File: config.mk
export PLATFORM = sky130hd
export DESIGN_NAME = register_machine_execute
export DESIGN_NICKNAME = d
export VERILOG_FILES = /design/src/design/rme_pkg.sv /design/src/design/rme_front.sv /design/src/design/rme_queue.sv /design/src/design/rme_back.sv /design/src/design/register_machine_execute.sv
export VERILOG_INCLUDE_DIRS = /design/src /design/src/design
export SDC_FILE = /design/constraint.sdc
export NUM_CORES = 2
export LEC_CHECK = 0
export BUFFER_PORTS_ARGS = -buffer_cell sky130_fd_sc_hd__buf_2
export CAP_MARGIN = 20
export CORE_MARGIN = 8
export CORE_UTILIZATION = 49
export DETAILED_ROUTE_END_ITERATION = 10
export PLACE_DENSITY_LB_ADDON = 0.2
export SYNTH_ARGS = -nofsm -noshare
export SYNTH_HDL_FRONTEND = slang
export SYNTH_HIERARCHICAL = 1
export SYNTH_SLANG_ARGS = --single-unit
File: constraint.sdc
create_clock -name aclk -period 17.2 [get_ports aclk]
set_input_delay 4.3 -clock aclk [delete_from_list [all_inputs] [get_ports aclk]]
set_output_delay 4.3 -clock aclk [all_outputs]
set_load 0.02 [all_outputs]
File: src/design/register_machine_execute_macros.svh
// Assertion macros shared by the register machine RTL.
// No dependencies; include by bare file name inside a module body.
`ifndef REGISTER_MACHINE_EXECUTE_MACROS_SVH
`define REGISTER_MACHINE_EXECUTE_MACROS_SVH

// Same-cycle implication, checked outside reset.
`define RME_ASSERT_NOW(lbl, clk, rstn, ante, cons) \
    lbl: assert property (@(posedge clk) disable iff (!rstn) (ante) |-> (cons)) \
        else $error("register machine check failed");

// Next-cycle implication, checked outside reset.
`define RME_ASSERT_NEXT(lbl, clk, rstn, ante, cons) \
    lbl: assert property (@(posedge clk) disable iff (!rstn) (ante) |=> (cons)) \
        else $error("register machine check failed");

`endif

File: src/design/rme_pkg.sv
// Shared types and constants for the register machine execute block.
// No dependencies; imported by every module of the block.
package rme_pkg;

    localparam int DATA_WIDTH_DEF = 32;
    localparam int IMM_WIDTH_DEF  = 16;
    localparam int OPND_W         = 16;
    localparam int CODE_W         = 4;
    localparam int SEL_W          = 2;
    localparam int OUT_W          = 32;
    localparam int MAP_W          = 64;
    localparam int QUEUE_DEPTH    = 2;

    localparam logic [MAP_W-1:0] MAP_RESET = 64'hFEDC_BA98_7654_3210;

    typedef enum logic [3:0] {
        OP_ADDR = 4'd0,
        OP_ADDI = 4'd1,
        OP_MULR = 4'd2,
        OP_MULI = 4'd3,
        OP_BANR = 4'd4,
        OP_BANI = 4'd5,
        OP_BORR = 4'd6,
        OP_BORI = 4'd7,
        OP_SETR = 4'd8,
        OP_SETI = 4'd9,
        OP_GTIR = 4'd10,
        OP_GTRI = 4'd11,
        OP_GTRR = 4'd12,
        OP_EQIR = 4'd13,
        OP_EQRI = 4'd14,
        OP_EQRR = 4'd15
    } op_t;

    typedef struct packed {
        logic [CODE_W-1:0] code;
        logic [OPND_W-1:0] operand_a;
        logic [OPND_W-1:0] operand_b;
        logic [SEL_W-1:0]  dest;
    } in_t;

    typedef struct packed {
        logic signed [OUT_W-1:0] reg0;
        logic signed [OUT_W-1:0] reg1;
        logic signed [OUT_W-1:0] reg2;
        logic signed [OUT_W-1:0] reg3;
    } out_t;

    // Decoded instruction as it sits in the queue.
    typedef struct packed {
        op_t               op;
        logic [SEL_W-1:0]  sel_a;
        logic [SEL_W-1:0]  sel_b;
        logic [OPND_W-1:0] imm_a;
        logic [OPND_W-1:0] imm_b;
        logic [SEL_W-1:0]  dest;
    } dec_t;

    // Queue status toward the front and back.
    typedef struct packed {
        logic full;
        logic valid;
    } q_stat_t;

endpackage

File: src/design/rme_front.sv
// Front end: opcode map register and instruction decode.
// Depends on rme_pkg.
module rme_front
    import rme_pkg::*;
#(
    parameter int IMM_WIDTH = IMM_WIDTH_DEF
) (
    input  logic             aclk,
    input  logic             aresetn,
    input  logic             cfg_we,
    input  logic [MAP_W-1:0] cfg_wdata,
    input  in_t              s_data,
    output dec_t             dec
);

    logic [MAP_W-1:0]  opcode_map_reg;
    logic [MAP_W-1:0]  opcode_map_next;
    logic [OPND_W-1:0] imm_a;
    logic [OPND_W-1:0] imm_b;

    always_comb begin
        opcode_map_next = cfg_we ? cfg_wdata : opcode_map_reg;
    end

    always_ff @(posedge aclk) begin
        if (!aresetn) begin
            opcode_map_reg <= MAP_RESET;
        end else begin
            opcode_map_reg <= opcode_map_next;
        end
    end

    generate
        if (IMM_WIDTH >= OPND_W) begin : g_imm_full
            assign imm_a = s_data.operand_a;
            assign imm_b = s_data.operand_b;
        end else begin : g_imm_cut
            assign imm_a = OPND_W'(s_data.operand_a[IMM_WIDTH-1:0]);
            assign imm_b = OPND_W'(s_data.operand_b[IMM_WIDTH-1:0]);
        end
    endgenerate

    always_comb begin
        dec.op    = op_t'(opcode_map_reg[CODE_W*s_data.code +: CODE_W]);
        dec.sel_a = s_data.operand_a[SEL_W-1:0];
        dec.sel_b = s_data.operand_b[SEL_W-1:0];
        dec.imm_a = imm_a;
        dec.imm_b = imm_b;
        dec.dest  = s_data.dest;
    end

endmodule

File: src/design/rme_queue.sv
// Short queue of decoded instructions between front and back.
// Depends on rme_pkg.
module rme_queue
    import rme_pkg::*;
(
    input  logic    aclk,
    input  logic    aresetn,
    input  logic    push,
    input  dec_t    push_data,
    input  logic    pop,
    output dec_t    pop_data,
    output q_stat_t stat
);

    localparam int PTR_W = (QUEUE_DEPTH > 1) ? $clog2(QUEUE_DEPTH) : 1;
    localparam int CNT_W = $clog2(QUEUE_DEPTH + 1);

    dec_t             entry_reg [QUEUE_DEPTH];
    logic [PTR_W-1:0] wr_ptr_reg, wr_ptr_next;
    logic [PTR_W-1:0] rd_ptr_reg, rd_ptr_next;
    logic [CNT_W-1:0] count_reg, count_next;

    function automatic logic [PTR_W-1:0] ptr_inc(input logic [PTR_W-1:0] p);
        return (p == PTR_W'(QUEUE_DEPTH - 1)) ? '0 : p + 1'b1;
    endfunction

    always_comb begin
        wr_ptr_next = push ? ptr_inc(wr_ptr_reg) : wr_ptr_reg;
        rd_ptr_next = pop ? ptr_inc(rd_ptr_reg) : rd_ptr_reg;
        count_next  = count_reg;
        if (push && !pop) begin
            count_next = count_reg + 1'b1;
        end else if (pop && !push) begin
            count_next = count_reg - 1'b1;
        end
    end

    always_ff @(posedge aclk) begin
        if (!aresetn) begin
            wr_ptr_reg <= '0;
            rd_ptr_reg <= '0;
            count_reg  <= '0;
        end else begin
            wr_ptr_reg <= wr_ptr_next;
            rd_ptr_reg <= rd_ptr_next;
            count_reg  <= count_next;
        end
    end

    always_ff @(posedge aclk) begin
        if (push) begin
            entry_reg[wr_ptr_reg] <= push_data;
        end
    end

    assign pop_data   = entry_reg[rd_ptr_reg];
    assign stat.full  = (count_reg == CNT_W'(QUEUE_DEPTH));
    assign stat.valid = (count_reg != '0);

endmodule

File: src/design/rme_back.sv
// Back end: register file, ALU and output register.
// Depends on rme_pkg and register_machine_execute_macros.svh.
module rme_back
    import rme_pkg::*;
#(
    parameter int DATA_WIDTH = DATA_WIDTH_DEF
) (
    input  logic aclk,
    input  logic aresetn,
    input  logic q_valid,
    input  dec_t q_data,
    output logic pop,
    output logic m_valid,
    input  logic m_ready,
    output out_t m_data
);

    `include "register_machine_execute_macros.svh"

    localparam int CMP_W = ((DATA_WIDTH > OPND_W) ? DATA_WIDTH : OPND_W) + 1;

    logic [3:0][DATA_WIDTH-1:0] regfile_reg, regfile_next;
    logic                       m_valid_reg, m_valid_next;
    out_t                       m_data_reg, m_data_next;

    logic [DATA_WIDTH-1:0]   ra, rb, ia, ib, result;
    logic [DATA_WIDTH-1:0]   prod_r, prod_i;
    logic signed [CMP_W-1:0] sa_c, sb_c, ia_c, ib_c;

    assign pop = q_valid && (!m_valid_reg || m_ready);

    always_comb begin
        ra     = regfile_reg[q_data.sel_a];
        rb     = regfile_reg[q_data.sel_b];
        ia     = DATA_WIDTH'(q_data.imm_a);
        ib     = DATA_WIDTH'(q_data.imm_b);
        // Only the low word of the product is kept.
        prod_r = ra * rb;
        prod_i = ra * ib;
        // Registers compare as signed, immediates as non-negative values.
        sa_c   = CMP_W'($signed(ra));
        sb_c   = CMP_W'($signed(rb));
        ia_c   = CMP_W'(q_data.imm_a);
        ib_c   = CMP_W'(q_data.imm_b);
    end

    always_comb begin
        case (q_data.op)
            OP_ADDR: result = DATA_WIDTH'(ra + rb);
            OP_ADDI: result = DATA_WIDTH'(ra + ib);
            OP_MULR: result = prod_r;
            OP_MULI: result = prod_i;
            OP_BANR: result = ra & rb;
            OP_BANI: result = ra & ib;
            OP_BORR: result = ra | rb;
            OP_BORI: result = ra | ib;
            OP_SETR: result = ra;
            OP_SETI: result = ia;
            OP_GTIR: result = DATA_WIDTH'(ia_c > sb_c);
            OP_GTRI: result = DATA_WIDTH'(sa_c > ib_c);
            OP_GTRR: result = DATA_WIDTH'(sa_c > sb_c);
            OP_EQIR: result = DATA_WIDTH'(ia_c == sb_c);
            OP_EQRI: result = DATA_WIDTH'(sa_c == ib_c);
            OP_EQRR: result = DATA_WIDTH'(sa_c == sb_c);
            default: result = '0;
        endcase
    end

    always_comb begin
        regfile_next = regfile_reg;
        if (pop) begin
            regfile_next[q_data.dest] = result;
        end
        m_valid_next = m_valid_reg;
        if (pop) begin
            m_valid_next = 1'b1;
        end else if (m_ready) begin
            m_valid_next = 1'b0;
        end
        m_data_next = m_data_reg;
        if (pop) begin
            m_data_next.reg0 = OUT_W'($signed(regfile_next[0]));
            m_data_next.reg1 = OUT_W'($signed(regfile_next[1]));
            m_data_next.reg2 = OUT_W'($signed(regfile_next[2]));
            m_data_next.reg3 = OUT_W'($signed(regfile_next[3]));
        end
    end

    always_ff @(posedge aclk) begin
        if (!aresetn) begin
            regfile_reg <= '0;
            m_valid_reg <= 1'b0;
        end else begin
            regfile_reg <= regfile_next;
            m_valid_reg <= m_valid_next;
        end
    end

    always_ff @(posedge aclk) begin
        m_data_reg <= m_data_next;
    end

    assign m_valid = m_valid_reg;
    assign m_data  = m_data_reg;

    `RME_ASSERT_NEXT(a_pop_shows_result, aclk, aresetn, pop, m_valid_reg)
    `RME_ASSERT_NEXT(a_dest_written, aclk, aresetn, pop,
                     regfile_reg[$past(q_data.dest)] == $past(result))
    `RME_ASSERT_NEXT(a_regs_hold_idle, aclk, aresetn, !pop, $stable(regfile_reg))
    `RME_ASSERT_NOW(a_pop_needs_item, aclk, aresetn, pop, q_valid)

endmodule

File: src/design/register_machine_execute.sv
// Four-register ALU machine: executes one instruction per transfer.
//
// Input channel s_valid/s_ready/s_data carries code, operand_a, operand_b
// and dest. The code goes through the opcode map (cfg_we/cfg_wdata, nibble k
// names the operation for code k) into one of sixteen operations. Write the
// map only while no instruction is in flight.
// Result channel m_valid/m_ready/m_data gives all four registers after each
// instruction, in order, one result per instruction.
// Throughput: one instruction per cycle while the receiver does not stall, set
// by the ALU and register file writeback in the back end. An instruction is
// held in a queue entry, then its result is held in the output register.
// A two-entry queue parts decode from execute; when the receiver stalls, the
// output register holds its result, the queue fills, then s_ready drops.
// Reset (aresetn low, synchronous) clears all registers, restores the
// identity opcode map and empties the queue and output register.
// Depends on rme_pkg, rme_front, rme_queue, rme_back.
module register_machine_execute
    import rme_pkg::*;
#(
    parameter int DATA_WIDTH = DATA_WIDTH_DEF,
    parameter int IMM_WIDTH  = IMM_WIDTH_DEF
) (
    input  logic             aclk,
    input  logic             aresetn,
    input  logic             cfg_we,
    input  logic [MAP_W-1:0] cfg_wdata,
    input  logic             s_valid,
    output logic             s_ready,
    input  in_t              s_data,
    output logic             m_valid,
    input  logic             m_ready,
    output out_t             m_data
);

    dec_t    dec;
    dec_t    q_data;
    q_stat_t q_stat;
    logic    push;
    logic    pop;

    assign s_ready = !q_stat.full;
    assign push    = s_valid && s_ready;

    rme_front #(
        .IMM_WIDTH (IMM_WIDTH)
    ) u_front (
        .aclk      (aclk),
        .aresetn   (aresetn),
        .cfg_we    (cfg_we),
        .cfg_wdata (cfg_wdata),
        .s_data    (s_data),
        .dec       (dec)
    );

    rme_queue u_queue (
        .aclk      (aclk),
        .aresetn   (aresetn),
        .push      (push),
        .push_data (dec),
        .pop       (pop),
        .pop_data  (q_data),
        .stat      (q_stat)
    );

    rme_back #(
        .DATA_WIDTH (DATA_WIDTH)
    ) u_back (
        .aclk    (aclk),
        .aresetn (aresetn),
        .q_valid (q_stat.valid),
        .q_data  (q_data),
        .pop     (pop),
        .m_valid (m_valid),
        .m_ready (m_ready),
        .m_data  (m_data)
    );

endmodule
* Word level (Yosys, flattened, before mapping) *
Memory sizes are Yosys's and may differ from the RTL's. A register that Yosys moved wholly into a read port is not among the register bits.
Cells that the tools add are included.

word-level totals
  memories = 1
  bits in writable memories = 84
  register bits after elaboration = 325
  input bits = 107
  output and inout bits = 130
  word-level logic and storage cells = 86

cells by class
  mux-type cells = 19
  $mul = 2
  reductions and logical operators = 14
  equal/unequal tests = 19
  shift-type cells = 1
  add/sub/neg operators = 6
  magnitude comparators = 7
  bitwise logic cells = 4

memory list
  name               words  bits a word  rd ports  clocked after Yosys merged registers in  wr ports  RTL line         source
  u_queue.entry_reg  2      42           1         1                                        1         rme_queue.sv:18  dec_t entry_reg [QUEUE_DEPTH];

operators with widths
  operator                                                               number
  32-bit case mux with 16 select lines                                   1
  32-bit binary-select mux with 2-bit select                             2
  128-bit bitwise mux                                                    1
  128-bit 2-to-1 mux                                                     1
  32-bit 2-to-1 mux                                                      3
  32-bit demux with 2-bit select                                         1
  64-bit by 7-bit indexed part select with 4-bit output                  1
  32-bit by 16-bit adder with 32-bit output                              1
  32-bit adder                                                           1
  32-bit by 16-bit bitwise AND with 32-bit output                        1
  32-bit bitwise AND                                                     1
  17-bit by 32-bit equality test with 1-bit output                       1
  32-bit by 17-bit equality test with 1-bit output                       1
  32-bit equality test                                                   1
  4-bit equality test, second input constant                             8
  17-bit by 32-bit greater-than comparator with 1-bit output             1
  32-bit by 17-bit greater-than comparator with 1-bit output             1
  32-bit greater-than comparator                                         1
  32-bit by 16-bit multiplier with 32-bit output                         1
  32-bit by 32-bit multiplier with 32-bit output                         1
  32-bit by 16-bit OR with 32-bit output                                 1
  32-bit OR                                                              1
  4-bit by 3-bit equality test with 1-bit output, second input constant  4
  2-bit by 3-bit < comparator with 1-bit output, second input constant   3
  14 further kinds                                                       33

* Longest topological paths before layout *
  depth after elaboration = 7
  gate-level depth with buffers = 37
  depth with buffers taken out = 31

* By module *
The synthesis kept the hierarchy.

modules (own cells, without submodules)
  module                    instances  cells an instance  area an instance (um2)  sequential area each (um2)
  rme_back                  1          4879               43450.4                 6426.2
  rme_queue                 1          153                3251.9                  2622.5
  rme_front                 1          283                3143.0                  1281.2
  register_machine_execute  1          2                  10.0                    0.0

* Worst setup path after synthesis *
No wires, ideal clock.

  path type = flip-flop to flip-flop
  start = register (tool-made name)
  end = register u_back.m_data_reg (netlist bit u_back/m_data[29]), data pin
  arrival time = 8774 ps
  stages on the path, launching flop included = 33
  setup time = 281 ps
  setup slack = 8145 ps
  clock period less this slack = 9055 ps
  buffers on the path = 7
  required time = 16919 ps
  path through = dfxtp_1 -> buf_2 -> buf_4 -> mux2_2 -> buf_6 -> buf_6 -> buf_4 -> mux2i_1 -> nand2_1 -> o21ai_1 -> inv_1 -> clkbuf_1 -> clkbuf_1 -> nand2_1 -> fa_1 -> fa_1 -> fa_1 -> fa_1 -> fa_1 -> inv_1 -> fa_1 -> fa_1 -> fa_1 -> ha_1 -> nand2_1 -> nor2_1 -> nand3_1 -> a2111oi_0 -> o31ai_1 -> and2_1 -> xnor2_1 -> a2111oi_2 -> a21oi_1

RTL lines
  element               RTL line         source
  to (signal assigned)  rme_back.sv:100  m_data_reg <= m_data_next;
  to (decl)             rme_back.sv:24   out_t m_data_reg, m_data_next;

==> results.ini <==
[synthesis]
synth-edff-count = 212
yosysSeqAreaShare_pct = 20.7
avgSynthCellArea_um2 = 9.38
synth-seq-cells = 410
yosys.area.top_type = fa_1
synth_commonest_cells = inv_1 (781), nand2_1 (758), fa_1 (713), nor2_1 (522), ha_1 (380)
netlist.area_leader.share_pct = 28.6
synthFlopType = edfxtp_1
async_flop_share_pct = 0
netlist_instances = 5317
synthesis.nets = 6517
yosysMostFrequentCell = inv_1
synth_area_leaders = fa_1 (29%), edfxtp_1 (13%), ha_1 (9.5%)
yosysWarnings = 6
syn_area_um2 = 49900
post_synth_num_cell_types = 90

[die]
io_pins = 237
die_y_um = 335
die_x_um = 335
coreArea_um2 = 101000
initial_core_util_pct = 49.2
fp-row-count = 117
dieArea_um2 = 112000

[final_layout]
layoutNonFillerInstCount = 6800
multi_input_area_um2 = 35100
regArea_um2 = 10300
n_fill_cell = 9504
nets = 6598
area_growth_pct = 7.32
drive_gt1_share_pct = 12.0

[placed_design]
numPlacedInstances = 6724
port_buffers = 236
hpwlAfterDp_um = 134000
gp_congestion = 1.01

[global_routing]
met3_usage_pct = 8.89
gr-usage-met1_pct = 42.4
grt_pass1_wl_um = 271000
use_met2_pct = 48.3
gr-total-overflow = 0
antenna_found_initial = 12
top_usage_layer = met2
grt_max_degree = 115
track_usage_pct = 32.4
grt_pass1_vias = 41432

[worst_hold_path]
min_path_type = reg -> reg

[flow_run]
cap_viol_max_count = 0

[timing]
max_slew.worst_pin.slew_ns = 1.23
fin_crit_ns = 11.00
hold_viol = 0
finClkSkew_ns = 0.0298
drv_slew = 0
finalCritPeriodShare_pct = 63.9
fin_tns_setup_ns = 0
max_clock_freq_mhz = 90.9
relSlewSlack_pct = 17.8
setup_viol = 0
rsz0062_at_grt = false

[detailed_routing]
wl_per_cell_um = 26.9
dr.pass1.iters = 6
num_vias = 40160
ant_nets = 0
first_iter_violations = 4154
drcViolationCount = 0
via_per_inst = 5.91
drt-total-wl_um = 183000

[clock_network]
cts-root-buf = clkbuf_16
path_clk_slew_ns = 0.07
cts_setup_buffers = 0
ctsResizeCount = 0
hold_buffers = 0
cts_sinks = 410
htree_levels = 2
cts_tree = built
cts_buffers = 36
clock_latency_ns = 0.56
cts_max_path_buffers = 3

[setup_path]
cp.arrival_ns = 11.25
cp-end-kind = flip-flop
slowest_delay_ns = 0.95
crit_top_cell = fa_1
required_ns = 17.46
criticalPathCategory = reg -> reg
critPathLaunchType = flip-flop
slowest_stage = a2111oi_2
crit_path_max_fanout = 53

[outcome]
status = complete, no violations

==> layout by cell type (no fill, tap or decap), types with 24 or more instances in the layout <==
master,count
inv_1,779
nand2_1,758
fa_1,713
nor2_1,521
ha_1,380
buf_2,234
edfxtp_1,212
dfxtp_1,197
a21oi_1,180
o21ai_0,129
mux2_2,117
mux2i_1,113
buf_4,111
xnor2_1,102
and2_1,56
nand3_1,55
nor2b_1,51
a21o_1,50
a211oi_1,46
clkbuf_16,38
xor2_1,38
nor3_1,31
inv_2,30
o21a_1,28
o21ai_2,24
==> metal layers <==
metal,vias to the layer above,wire (um)
met5,-,63
met2,2405,77300
met3,625,20900
met4,10,12900
met1,19900,71700
li1,17220,-
==> worst max-delay path, delay by kind of cell (launching register included) <==
kind	cells	cell delay, ns
buf+inv	7	2.42
mux	1	0.25
flops	1	0.43
compound gates	5	2.21
simple gates	4	0.55
fa+ha+maj	10	4.58
xor+xnor	1	0.19
==> through the flow <==
stage / hold slack (ns) / utilization (%) / area [um^2] / setup slack (ns)
final: 0.467 / 52.8 / 53500 / 6.20
after detailed placement: 0.454 / 51.5 / 52200 / 6.45
after CTS: 0.472 / 52.8 / 53500 / 6.43
after floorplan: 0.433 / - / 49900 / 8.15
after global routing: 0.489 / 52.8 / 53500 / 5.84
after global placement: 0.445 / 51.5 / 52200 / 6.64
==> cell families (layout without fill, tap and decap cells) <==
family	after synthesis	in the layout	synth area share (%)
buf+inv	1126	1235	9.12
xor+xnor	144	144	2.62
fa+ha+maj	1093	1093	38.2
flops	410	410	20.7
mux	281	281	7.01
compound gates	679	679	9.08
other cells	0	6	0
simple gates	1584	1584	13.3
==> cell type report <==
type / count / area share (%)
Antenna cell: 6 / 0.0281
Clock buffer: 49 / 1.91
Clock inverter: 17 / 0.402
Inverter: 821 / 5.76
Multi-Input combinational cell: 3781 / 65.6
Sequential cell: 410 / 19.3
Tap cell: 1368 / 3.20
Timing Repair Buffer: 348 / 3.81
==> final timing paths <==
kind | startpoint | to | slack, ns | depth (start not counted)
worst max-delay path | flip-flop | u_back/m_data[93] | 6.20 | 28
worst min-delay path | u_front/opcode_map_reg[20] | u_front/opcode_map_reg[20] | 0.47 | 2
worst max register to register | flip-flop | u_back/m_data[93] | 6.20 | 28
worst min register to register | u_front/opcode_map_reg[20] | u_front/opcode_map_reg[20] | 0.47 | 2
Power is left out: the tool's default activity adds up to more than one toggle a clock period on the data nets, which glitch-free logic cannot reach.
